File: src/rtl/core/lpfd_pkg.sv
// ----------------------------------------------------------------------------
// lpfd_pkg
// Shared types and constants for the length-prefixed frame decoder.
// ----------------------------------------------------------------------------
package lpfd_pkg;

  localparam int HEADER_BYTES = 20;
  localparam int HDR_IDX_W    = $clog2(HEADER_BYTES);

  // Header byte offsets (big-endian fields)
  localparam logic [HDR_IDX_W-1:0] OFS_VERSION  = HDR_IDX_W'(4);
  localparam logic [HDR_IDX_W-1:0] OFS_TYPE     = HDR_IDX_W'(6);
  localparam logic [HDR_IDX_W-1:0] OFS_FLAGS    = HDR_IDX_W'(8);
  localparam logic [HDR_IDX_W-1:0] OFS_RESERVED = HDR_IDX_W'(10);
  localparam logic [HDR_IDX_W-1:0] OFS_SEQ      = HDR_IDX_W'(12);
  localparam logic [HDR_IDX_W-1:0] OFS_LENGTH   = HDR_IDX_W'(16);
  localparam logic [HDR_IDX_W-1:0] HDR_LAST_IDX = HDR_IDX_W'(HEADER_BYTES - 1);

  // Result kinds
  localparam logic [1:0] KIND_HDR  = 2'd0;
  localparam logic [1:0] KIND_BODY = 2'd1;
  localparam logic [1:0] KIND_ERR  = 2'd2;

  // Error codes
  localparam logic [1:0] ERR_MAGIC   = 2'd0;
  localparam logic [1:0] ERR_VERSION = 2'd1;
  localparam logic [1:0] ERR_LENGTH  = 2'd2;
  localparam logic [1:0] ERR_TYPE    = 2'd3;

  // Register indexes
  localparam int CFG_IDX_W = 3;
  localparam logic [CFG_IDX_W-1:0] REG_MAGIC    = 3'd0;
  localparam logic [CFG_IDX_W-1:0] REG_VERSION  = 3'd1;
  localparam logic [CFG_IDX_W-1:0] REG_MAX_BODY = 3'd2;
  localparam logic [CFG_IDX_W-1:0] REG_TYPE_MIN = 3'd3;
  localparam logic [CFG_IDX_W-1:0] REG_TYPE_MAX = 3'd4;

  // Result queue
  localparam int QDEPTH = 4;
  localparam int QAW    = $clog2(QDEPTH);

  typedef struct packed {
    logic [31:0] expected_magic;
    logic [15:0] expected_version;
    logic [31:0] max_body_len;
    logic [15:0] type_min;
    logic [15:0] type_max;
  } lpfd_cfg_t;

  typedef struct packed {
    logic [1:0]  kind;
    logic [15:0] msg_type;
    logic [15:0] msg_flags;
    logic [31:0] seq_num;
    logic [31:0] body_len;
    logic [7:0]  data_byte;
    logic        last;
    logic [1:0]  error_code;
  } lpfd_res_t;

endpackage

File: src/rtl/core/lpfd_front.sv
// ----------------------------------------------------------------------------
// lpfd_front
// Byte parser: collects the header, runs the checks, tags body bytes and
// pushes one result record per producing byte into the result queue.
// ----------------------------------------------------------------------------
module lpfd_front (
  input  logic               clk,
  input  logic               rst_n,
  input  logic               fire,
  input  logic [7:0]         in_byte,
  input  lpfd_pkg::lpfd_cfg_t cfg,
  output logic               push,
  output lpfd_pkg::lpfd_res_t push_rec
);
  import lpfd_pkg::*;

  typedef enum logic [1:0] {
    PH_HEADER,
    PH_BODY,
    PH_DEAD
  } phase_t;

  phase_t                 phase_r, phase_nxt;
  logic [HDR_IDX_W-1:0]   hdr_idx_r, hdr_idx_nxt;
  logic [31:0]            magic_r, magic_nxt;
  logic [15:0]            version_r, version_nxt;
  logic [15:0]            type_r, type_nxt;
  logic [15:0]            flags_r, flags_nxt;
  logic [31:0]            seq_r, seq_nxt;
  logic [31:0]            length_r, length_nxt;
  logic [31:0]            body_rem_r, body_rem_nxt;
  logic [31:0]            rem_dec;
  logic                   err_hit;
  logic [1:0]             err_code;
  logic                   has_res;
  lpfd_res_t              rec;

  // Field capture: shift the byte into whichever field the index points at
  always_comb begin
    magic_nxt   = magic_r;
    version_nxt = version_r;
    type_nxt    = type_r;
    flags_nxt   = flags_r;
    seq_nxt     = seq_r;
    length_nxt  = length_r;
    if (hdr_idx_r < OFS_VERSION) begin
      magic_nxt = {magic_r[23:0], in_byte};
    end else if (hdr_idx_r < OFS_TYPE) begin
      version_nxt = {version_r[7:0], in_byte};
    end else if (hdr_idx_r < OFS_FLAGS) begin
      type_nxt = {type_r[7:0], in_byte};
    end else if (hdr_idx_r < OFS_RESERVED) begin
      flags_nxt = {flags_r[7:0], in_byte};
    end else if (hdr_idx_r < OFS_SEQ) begin
      // reserved field, dropped
    end else if (hdr_idx_r < OFS_LENGTH) begin
      seq_nxt = {seq_r[23:0], in_byte};
    end else begin
      length_nxt = {length_r[23:0], in_byte};
    end
  end

  // Header checks, first failure wins
  always_comb begin
    err_hit  = 1'b1;
    err_code = ERR_MAGIC;
    if (magic_nxt != cfg.expected_magic) begin
      err_code = ERR_MAGIC;
    end else if (version_nxt != cfg.expected_version) begin
      err_code = ERR_VERSION;
    end else if (length_nxt > cfg.max_body_len) begin
      err_code = ERR_LENGTH;
    end else if (type_nxt < cfg.type_min || type_nxt > cfg.type_max) begin
      err_code = ERR_TYPE;
    end else begin
      err_hit = 1'b0;
    end
  end

  assign rem_dec = body_rem_r - 32'd1;

  always_comb begin
    phase_nxt    = phase_r;
    hdr_idx_nxt  = hdr_idx_r;
    body_rem_nxt = body_rem_r;
    has_res      = 1'b0;
    rec          = '0;
    unique case (phase_r)
      PH_HEADER: begin
        if (hdr_idx_r == HDR_LAST_IDX) begin
          hdr_idx_nxt = '0;
          has_res     = 1'b1;
          if (err_hit) begin
            rec.kind       = KIND_ERR;
            rec.last       = 1'b1;
            rec.error_code = err_code;
            phase_nxt      = PH_DEAD;
          end else begin
            rec.kind      = KIND_HDR;
            rec.msg_type  = type_nxt;
            rec.msg_flags = flags_nxt;
            rec.seq_num   = seq_nxt;
            rec.body_len  = length_nxt;
            if (length_nxt == 32'd0) begin
              rec.last = 1'b1;
            end else begin
              body_rem_nxt = length_nxt;
              phase_nxt    = PH_BODY;
            end
          end
        end else begin
          hdr_idx_nxt = hdr_idx_r + HDR_IDX_W'(1);
        end
      end
      PH_BODY: begin
        has_res       = 1'b1;
        rec.kind      = KIND_BODY;
        rec.data_byte = in_byte;
        body_rem_nxt  = rem_dec;
        if (rem_dec == 32'd0) begin
          rec.last    = 1'b1;
          phase_nxt   = PH_HEADER;
          hdr_idx_nxt = '0;
        end
      end
      PH_DEAD: begin
        // stream is dropped until reset
      end
      default: begin
        phase_nxt = PH_DEAD;
      end
    endcase
  end

  always_ff @(posedge clk) begin
    if (!rst_n) begin
      phase_r    <= PH_HEADER;
      hdr_idx_r  <= '0;
      magic_r    <= '0;
      version_r  <= '0;
      type_r     <= '0;
      flags_r    <= '0;
      seq_r      <= '0;
      length_r   <= '0;
      body_rem_r <= '0;
    end else if (fire) begin
      phase_r    <= phase_nxt;
      hdr_idx_r  <= hdr_idx_nxt;
      body_rem_r <= body_rem_nxt;
      if (phase_r == PH_HEADER) begin
        magic_r   <= magic_nxt;
        version_r <= version_nxt;
        type_r    <= type_nxt;
        flags_r   <= flags_nxt;
        seq_r     <= seq_nxt;
        length_r  <= length_nxt;
      end
    end
  end

  assign push     = fire && has_res;
  assign push_rec = rec;

  a_dead_silent: assert property (@(posedge clk) disable iff (!rst_n)
    phase_r == PH_DEAD |-> !push)
    else $error("result pushed after error");

  a_idx_range: assert property (@(posedge clk) disable iff (!rst_n)
    hdr_idx_r <= HDR_LAST_IDX)
    else $error("header index out of range");

  a_body_nonzero: assert property (@(posedge clk) disable iff (!rst_n)
    phase_r == PH_BODY |-> body_rem_r != 32'd0)
    else $error("body phase with nothing left");

endmodule

File: src/rtl/core/lpfd_queue.sv
// ----------------------------------------------------------------------------
// lpfd_queue
// Small result queue between parser and output stage.
// ----------------------------------------------------------------------------
module lpfd_queue (
  input  logic                clk,
  input  logic                rst_n,
  input  logic                push,
  input  lpfd_pkg::lpfd_res_t push_rec,
  output logic                full,
  output logic                not_empty,
  input  logic                pop,
  output lpfd_pkg::lpfd_res_t pop_rec
);
  import lpfd_pkg::*;

  lpfd_res_t         mem_r [QDEPTH];
  logic [QAW-1:0]    wr_ptr_r;
  logic [QAW-1:0]    rd_ptr_r;
  logic [QAW:0]      cnt_r;

  always_ff @(posedge clk) begin
    if (push) begin
      mem_r[wr_ptr_r] <= push_rec;
    end
  end

  always_ff @(posedge clk) begin
    if (!rst_n) begin
      wr_ptr_r <= '0;
      rd_ptr_r <= '0;
      cnt_r    <= '0;
    end else begin
      if (push) begin
        wr_ptr_r <= wr_ptr_r + QAW'(1);
      end
      if (pop) begin
        rd_ptr_r <= rd_ptr_r + QAW'(1);
      end
      if (push && !pop) begin
        cnt_r <= cnt_r + (QAW+1)'(1);
      end else if (pop && !push) begin
        cnt_r <= cnt_r - (QAW+1)'(1);
      end
    end
  end

  assign full      = (cnt_r == (QAW+1)'(QDEPTH));
  assign not_empty = (cnt_r != '0);
  assign pop_rec   = mem_r[rd_ptr_r];

  a_no_overflow: assert property (@(posedge clk) disable iff (!rst_n)
    full |-> !push)
    else $error("push into full queue");

  a_no_underflow: assert property (@(posedge clk) disable iff (!rst_n)
    !not_empty |-> !pop)
    else $error("pop from empty queue");

endmodule

File: src/rtl/core/lpfd_back.sv
// ----------------------------------------------------------------------------
// lpfd_back
// Output stage: pulls result records from the queue into the output
// register and holds them until the receiver takes them.
// ----------------------------------------------------------------------------
module lpfd_back (
  input  logic                clk,
  input  logic                rst_n,
  input  logic                q_not_empty,
  input  lpfd_pkg::lpfd_res_t q_rec,
  output logic                q_pop,
  output logic                out_valid,
  input  logic                out_ready,
  output lpfd_pkg::lpfd_res_t out_rec
);
  import lpfd_pkg::*;

  logic      out_valid_r;
  lpfd_res_t out_rec_r;

  assign q_pop = q_not_empty && (!out_valid_r || out_ready);

  always_ff @(posedge clk) begin
    if (!rst_n) begin
      out_valid_r <= 1'b0;
    end else if (q_pop) begin
      out_valid_r <= 1'b1;
    end else if (out_ready) begin
      out_valid_r <= 1'b0;
    end
  end

  always_ff @(posedge clk) begin
    if (q_pop) begin
      out_rec_r <= q_rec;
    end
  end

  assign out_valid = out_valid_r;
  assign out_rec   = out_rec_r;

endmodule

File: src/rtl/core/length_prefixed_frame_decoder.sv
// ----------------------------------------------------------------------------
// length_prefixed_frame_decoder
// Parses a byte stream of 20-byte big-endian headers plus bodies.
//
// Input channel in_valid/in_ready/in_byte carries one stream byte per
// transaction. Result channel out_* carries a header result (kind 0), one
// body byte (kind 1) or an error (kind 2); out_last marks the final result
// of a packet. Header fields are checked against cfg registers when the last
// header byte arrives: magic, version, body limit, then the type range.
// After an error every further byte is taken and dropped until reset.
// Throughput: one byte per cycle while the result queue is not full. Each
// result is written into the queue at the edge that accepts its byte, then
// loaded in queue order into the output register when it is empty or read.
// A four-entry result queue sits between the parser and the output register;
// in_ready drops only when that queue is full, so a stalled receiver leaves
// five results held (four queued, one in the output register) before input
// stops. Reset (synchronous, rst_n low) returns the registers to their
// defaults, restarts header collection and empties the queue. Configuration
// writes take effect on the next cycle and are meant for idle periods.
// ----------------------------------------------------------------------------
module length_prefixed_frame_decoder (
  input  logic                          clk,
  input  logic                          rst_n,
  input  logic                          in_valid,
  output logic                          in_ready,
  input  logic [7:0]                    in_byte,
  output logic                          out_valid,
  input  logic                          out_ready,
  output logic [1:0]                    out_kind,
  output logic [15:0]                   out_msg_type,
  output logic [15:0]                   out_msg_flags,
  output logic [31:0]                   out_seq_num,
  output logic [31:0]                   out_body_len,
  output logic [7:0]                    out_data_byte,
  output logic                          out_last,
  output logic [1:0]                    out_error_code,
  input  logic                          cfg_we,
  input  logic [lpfd_pkg::CFG_IDX_W-1:0] cfg_index,
  input  logic [31:0]                   cfg_wdata
);
  import lpfd_pkg::*;

  lpfd_cfg_t cfg_r;
  logic      fire;
  logic      push;
  lpfd_res_t push_rec;
  logic      q_full;
  logic      q_not_empty;
  logic      q_pop;
  lpfd_res_t q_rec;
  lpfd_res_t out_rec;

  always_ff @(posedge clk) begin
    if (!rst_n) begin
      cfg_r.expected_magic   <= 32'd0;
      cfg_r.expected_version <= 16'd1;
      cfg_r.max_body_len     <= 32'd65536;
      cfg_r.type_min         <= 16'd0;
      cfg_r.type_max         <= 16'hFFFF;
    end else if (cfg_we) begin
      unique case (cfg_index)
        REG_MAGIC:    cfg_r.expected_magic   <= cfg_wdata;
        REG_VERSION:  cfg_r.expected_version <= cfg_wdata[15:0];
        REG_MAX_BODY: cfg_r.max_body_len     <= cfg_wdata;
        REG_TYPE_MIN: cfg_r.type_min         <= cfg_wdata[15:0];
        REG_TYPE_MAX: cfg_r.type_max         <= cfg_wdata[15:0];
        default: begin
        end
      endcase
    end
  end

  assign in_ready = !q_full;
  assign fire     = in_valid && in_ready;

  lpfd_front u_front (
    .clk      (clk),
    .rst_n    (rst_n),
    .fire     (fire),
    .in_byte  (in_byte),
    .cfg      (cfg_r),
    .push     (push),
    .push_rec (push_rec)
  );

  lpfd_queue u_queue (
    .clk       (clk),
    .rst_n     (rst_n),
    .push      (push),
    .push_rec  (push_rec),
    .full      (q_full),
    .not_empty (q_not_empty),
    .pop       (q_pop),
    .pop_rec   (q_rec)
  );

  lpfd_back u_back (
    .clk         (clk),
    .rst_n       (rst_n),
    .q_not_empty (q_not_empty),
    .q_rec       (q_rec),
    .q_pop       (q_pop),
    .out_valid   (out_valid),
    .out_ready   (out_ready),
    .out_rec     (out_rec)
  );

  assign out_kind       = out_rec.kind;
  assign out_msg_type   = out_rec.msg_type;
  assign out_msg_flags  = out_rec.msg_flags;
  assign out_seq_num    = out_rec.seq_num;
  assign out_body_len   = out_rec.body_len;
  assign out_data_byte  = out_rec.data_byte;
  assign out_last       = out_rec.last;
  assign out_error_code = out_rec.error_code;

endmodule

File: config.mk
export PLATFORM = sky130hd
export DESIGN_NAME = length_prefixed_frame_decoder
export DESIGN_NICKNAME = d
export VERILOG_FILES = /design/src/rtl/core/lpfd_pkg.sv /design/src/rtl/core/lpfd_front.sv /design/src/rtl/core/lpfd_queue.sv /design/src/rtl/core/lpfd_back.sv /design/src/rtl/core/length_prefixed_frame_decoder.sv
export SDC_FILE = /design/constraint.sdc
export NUM_CORES = 1
export LEC_CHECK = 0
export BUFFER_PORTS_ARGS = -buffer_cell sky130_fd_sc_hd__buf_4
export CAP_MARGIN = 10
export CORE_MARGIN = 3
export CORE_UTILIZATION = 30
export CTS_CLUSTER_SIZE = 20
export DETAILED_ROUTE_END_ITERATION = 12
export SETUP_SLACK_MARGIN = 0.2
export SLEW_MARGIN = 10
export SYNTH_ARGS = -nofsm -noshare
export SYNTH_HDL_FRONTEND = slang
export SYNTH_SLANG_ARGS = --single-unit
File: constraint.sdc
create_clock -name clk -period 12.4 [get_ports clk]
set_input_delay 0 -clock clk [delete_from_list [all_inputs] [get_ports clk]]
set_output_delay 0 -clock clk [all_outputs]
set_load 0.05 [all_outputs]
; ---- After elaboration in Yosys (flattened, before gate mapping)
; Memory sizes are Yosys's and may differ from the RTL's. A register that Yosys moved wholly into a read port is not among the register bits.
; Cells that the tools add are included.
[classes]
add_sub_neg = 6
order_cmp = 9
n_eq_ne = 15
muxes = 63
bitwise_logic = 1
n_reduce_logical = 28
[op_table]
columns = op, count
row1 = $mux W32, 16
row2 = $mux W96, 2
row3 = $mux W16, 9
row4 = $mux W98, 1
row5 = $logic_not A32 Y1, 2
row6 = $pmux W32 S2, 1
row7 = $gt A32 B32 Y1, 1
row8 = $ne A32 B32 Y1, 1
row9 = $sub A32 B1 Y32 const B, 1
row10 = $mux W2, 11
row11 = $gt A16 B16 Y1, 1
row12 = $lt A16 B16 Y1, 1
row13 = $ne A16 B16 Y1, 1
row14 = $lt A5 B4 Y1 const B, 3
row15 = $mux W1, 12
row16 = $reduce_and A2 Y1, 6
row17 = $lt A5 B3 Y1 const B, 2
row18 = $mux W5, 2
row19 = $pmux W5 S2, 1
row20 = $reduce_and A5 Y1, 2
row21 = $mux W3, 3
row22 = $mux W8, 1
row23 = $eq A3 B2 Y1 const B, 2
row24 = $eq A3 B3 Y1 const B, 2
row25 = 24 further kinds, 38
[word_totals]
register_bits = 303
mem_bits_rw = 436
output_inout_bits = 111
n_memories = 1
[memory_table]
columns = name, words, width, rd, rd_ports_with_merged_regs, write_ports, line
row1 = u_queue.mem_r, 4, 109, 1, 1, 1, lpfd_queue.sv:17  ; lpfd_res_t mem_r [QDEPTH];

; ---- Longest topological paths before layout
[logic_depth]
word_depth = 14
depth_mapped = 18
mapped_depth_nobuf = 14

; ---- Hierarchy
; From an unflattened synthesis, not the netlist that was laid out.
[unflattened]
hier_cells = 2964
hier_area_um2 = 36995.5
[modules_own_cells]
columns = module, instances, cells_each, area_each_um2, seq_area_each_um2
row1 = lpfd_queue, 1, 612, 16125.5, 13272.7
row2 = lpfd_front, 1, 1816, 13213.9, 3663.5
row3 = length_prefixed_frame_decoder, 1, 423, 4335.4, 2242.2
row4 = lpfd_back, 1, 113, 3320.7, 3293.2

; ---- Worst setup path after synthesis
; Ideal clock, no wire load.
[synth_timing]
kind = register -> register
from = reg u_queue.cnt_r[0]
to = reg u_queue.cnt_r[2]
setup_ns = 0.070
t_arrival_ns = 7.244
required_ns = 12.330
path_slack_ns = 5.086
stages_incl_launch_ff = 10
n_path_buf = 0
synth_period_minus_slack_ns = 7.314
cell_sequence = dfxtp_1 nor3_1 a21oi_1 inv_1 ha_1 inv_1 fa_1 xor2_1 or3_1 a21oi_1
[synth_rtl]
columns = element, line
row1 = "start, declared", lpfd_queue.sv:20  ; logic [QAW:0] cnt_r;
row2 = "start signal, assigned", lpfd_queue.sv:41  ; cnt_r <= cnt_r + (QAW+1)'(1);
row3 = "start signal, assigned", lpfd_queue.sv:43  ; cnt_r <= cnt_r - (QAW+1)'(1);
row4 = $reduce_bool A3 Y1 *, lpfd_queue.sv:49  ; assign not_empty = (cnt_r != '0);
row5 = $logic_and A1 B1 Y1 *, lpfd_back.sv:21  ; assign q_pop = q_not_empty && (!out_valid_r || out_ready);
row6 = named net q_pop, length_prefixed_frame_decoder.sv:49  ; logic q_pop;
row7 = $logic_not A1 Y1, lpfd_queue.sv:40  ; if (push && !pop) begin
row8 = $logic_and A1 B1 Y1, lpfd_queue.sv:40
row9 = $mux W3 or $reduce_bool A2 Y1 (tied branches), --
; Mark *: on every way through the listed nets, which the timed path passes. The rest lies on a longest branch. The select of a mux whose other input is x is not followed.
; A chain may end at the register's enable or synchronous reset.

==> impl_metrics.env <==
export IMPL_portBuffers=158
export IMPL_synth_cells=2989
export IMPL_vias_per_cell=4.99
export IMPL_overflow=0
export IMPL_synthFlopType="edfxtp_1"
export IMPL_drtPass1Iterations=5
export IMPL_final_common_cell="nand2_1"
export IMPL_antenna_left=0
export IMPL_synthSimpleGateAreaFrac=0.113
export IMPL_crit_slowest_cell="mux2i_1"
export IMPL_crit_chain="buf_4 > mux2i_1 > inv_1 > ha_1 > nand4_1 > nor4_1 > and2_1 > inv_1 > a311oi_1 > nand2_1 > nor3_4 > nand2_8 > a21oi_1"
export IMPL_power_density_nw_per_um2=165
export IMPL_die_w_um=352
export IMPL_p_leak_nw=12.9
export IMPL_cp_max_fo=96
export IMPL_multi_input_area_um2=12200
export IMPL_num_rows=126
export IMPL_synth_fa_ha_area_frac=0.0254
export IMPL_synth_top_family_by_area="simple AND/OR/NAND/NOR gates"
export IMPL_drt_initial_drc_count=1979
export IMPL_cpLargestDelayFamily="simple AND/OR/NAND/NOR gates"
export IMPL_rsz0062_at_grt="no"
export IMPL_timing_rr_start="u_front.hdr_idx_r[4]"
export IMPL_setup_viol=0
export IMPL_worst_path_largest_cell_delay_ns=0.62
export IMPL_required_ns=12.80
export IMPL_synthArstFlopShare=0
export IMPL_synth_compound_area_frac=0.0951
export IMPL_nets=3250
export IMPL_period_minus_slack_ns=5.39
export IMPL_instances_no_fill=4746
export IMPL_r2r_slack_ns=7.01
export IMPL_synth_warnings=0
export IMPL_cp_arrival_ns=5.79
export IMPL_register_area_um2=22400
export IMPL_ir_drop_mv=0.101
export IMPL_maxSlewViolCount=0
export IMPL_cts_resized_gates=0
export IMPL_area_growth_pct=17.3
export IMPL_status="complete, no violations"
export IMPL_insertion_delay_ns=0.66
export IMPL_worstSetupEndpointType="flip-flop"
export IMPL_hold_viol=0
export IMPL_antenna_found_initial=10
export IMPL_cts_clk_slew_worst_paths_ns=0.06
export IMPL_grt_max_degree=115
export IMPL_crit_cells=13
export IMPL_reg2regPathDepth=13
export IMPL_grt_pass1_vias=23000
export IMPL_ys_seq_area_frac=0.626
export IMPL_final_cell_mix="nand2_1, edfxtp_1, dfxtp_1, a21oi_1, buf_4"
export IMPL_cts_root_buffer="clkbuf_16"
export IMPL_synth_seq_cells=848
export IMPL_p_total_mw=6.93
export IMPL_max_slew_margin=0.193
export IMPL_fin_setup_tns_ns=0
export IMPL_ios=159
export IMPL_holdBufCountCts=46
export IMPL_cp_start_kind="flip-flop"
export IMPL_initial_core_util=0.303
export IMPL_drv_cap=0
export IMPL_cp_startpoint="u_front.hdr_idx_r[4]"
export IMPL_ys_types=81
export IMPL_criticalPathCategory="reg -> reg"
export IMPL_track_usage=0.149
export IMPL_drive_above_1_share=0.152
export IMPL_synth_area_um2=35800
export IMPL_vias=23700
export IMPL_die_area_um2=124000
export IMPL_wirelength_um=93500
export IMPL_synth_xor_area_frac=0.0156
export IMPL_cts_sinks=848
export IMPL_min_period_over_period=0.435
export IMPL_hp_class="in -> reg"
export IMPL_synth_edff_count=545
export IMPL_path_common_cell="inv_1"
export IMPL_grt_pass1_wl_um=143000
export IMPL_cts_buffer_depth=3
export IMPL_die_h_um=352
export IMPL_dpl_hpwl_um=59600
export IMPL_tightest_slew_ns=1.20
export IMPL_critPathBufInv=3
export IMPL_max_freq_ghz=0.185
export IMPL_synthMuxAreaShare=0.0890
export IMPL_reg2reg_to="u_queue.mem_r[0][52]"
export IMPL_crit_path_end="u_queue.mem_r[0][52]"
export IMPL_place_congestion=0.871
export IMPL_drc_errors=0
export IMPL_skew_ns=0.0317
export IMPL_fill_cells=11500
export IMPL_avgSynthCellArea_um2=12.0
export IMPL_dp_cells=4531
export IMPL_cts_tree="built"
export IMPL_core_um2=118000
export IMPL_htree_levels=3
export IMPL_post_cts_buffers=0
export IMPL_wl_per_cell_um=19.7
export IMPL_synth_nets=3109
export IMPL_cts_buffers=87
==> state kept, by name, indices dropped and copies added (netlist names) <==
signal              cells
u_back.out_valid        1
u_queue.cnt_r           3
u_front.flags_r        16
u_front.hdr_idx_r       5
u_front.length_r       32
u_front.magic_r        32
cfg_r                 112
u_queue.rd_ptr_r        2
u_front.body_rem_r     32
u_back.out_rec        109
u_front.version_r      16
u_queue.mem_r         436
u_queue.wr_ptr_r        2
u_front.seq_r          32
u_front.phase_r         2
u_front.type_r         16
==> power breakdown <==
group | switching [mW] | internal (mW)
clock network | 1.13 | 1.60
registers | 0.113 | 3.13
logic | 0.622 | 0.341
==> cells in the mapped netlist, types with 17 or more instances <==
cell type	number	area (µm²)
a211oi_1	54	405
a21oi_1	288	1440
a31oi_1	18	113
buf_1	18	67.6
buf_2	17	85.1
clkbuf_1	145	544
dfxtp_1	303	6070
edfxtp_1	545	16400
ha_1	71	888
inv_1	151	567
mux2i_1	61	611
mux4_2	109	2450
nand2_1	575	2160
nand3_1	33	165
nand4_1	29	181
nor2_1	158	593
nor3_1	22	110
nor4_1	23	144
o2111ai_1	25	219
o211ai_1	25	188
o21ai_0	51	255
xnor2_1	21	184
xor2_1	43	377
==> layer usage <==
| layer | GRT usage | share of wire | up-vias |
|---|---|---|---|
| li1 | - | - | 11200 |
| met1 | 0.206 | 0.45 | 11700 |
| met2 | 0.243 | 0.47 | 643 |
| met3 | 0.0227 | 0.055 | 138 |
| met4 | 0.0438 | 0.023 | 4 |
| met5 | 0 | 0.00029 | - |
==> cells by family (layout without fill, tap and decap cells) <==
group	Yosys count	in the layout
AOI/OAI and AO/OA	556	556
xor gates and xnor gates	64	64
adders and majority gates	72	72
buffers and inverters	336	549
DFF	848	848
muxes	181	181
other	0	8
and+or+nand+nor	932	932
==> worst reg2reg max path, cell delays in order, from the launching register on <==
cell,delay (ns)
dfxtp_2,0.31
buf_4,0.56
mux2i_1,0.67
inv_1,0.17
ha_1,0.33
nand4_1,0.15
nor4_1,0.49
and2_1,0.24
inv_1,0.05
a311oi_1,0.38
nand2_1,0.25
nor3_4,0.42
nand2_8,0.51
a21oi_1,0.63
==> per-stage QoR <==
step	hold slack, ns	util	setup slack [ns]	instance area (µm²)
2_1_floorplan	0.101	-	5.09	35800
3_3_place_gp	0.207	0.326	7.08	38500
6_report	0.0632	0.356	7.01	42000
5_1_grt	0.0816	0.356	6.70	42000
3_5_place_dp	0.221	0.326	7.04	38500
4_1_cts	0.0203	0.355	6.99	42000
==> area by class of cell <==
| type | count | share of cell area |
|---|---|---|
| tap | 1536 | 0.0457 |
| multi-input combinational | 1805 | 0.290 |
| inverter | 153 | 0.0138 |
| clock buffer | 105 | 0.0553 |
| timing repair buffer | 235 | 0.0447 |
| clock inverter | 56 | 0.0165 |
| sequential | 848 | 0.534 |
| antenna | 8 | 0.000476 |
==> worst min-delay path by stage <==
| stage | start | to | slack, ns | depth (start not counted) |
|---|---|---|---|---|
| 2_1_floorplan | in_valid | u_front.phase_r[0] | 0.10 | 1 |
| 3_3_place_gp | in_valid | u_front.phase_r[0] | 0.21 | 2 |
| 3_5_place_dp | in_valid | u_front.phase_r[0] | 0.22 | 2 |
| 4_1_cts | cfg_index[0] | cfg_r[77] | 0.02 | 5 |
| 5_1_grt | cfg_index[0] | cfg_r[76] | 0.08 | 5 |
| 6_report | cfg_index[0] | cfg_r[77] | 0.06 | 5 |
No activity file was read; power rests on OpenSTA's default activity.
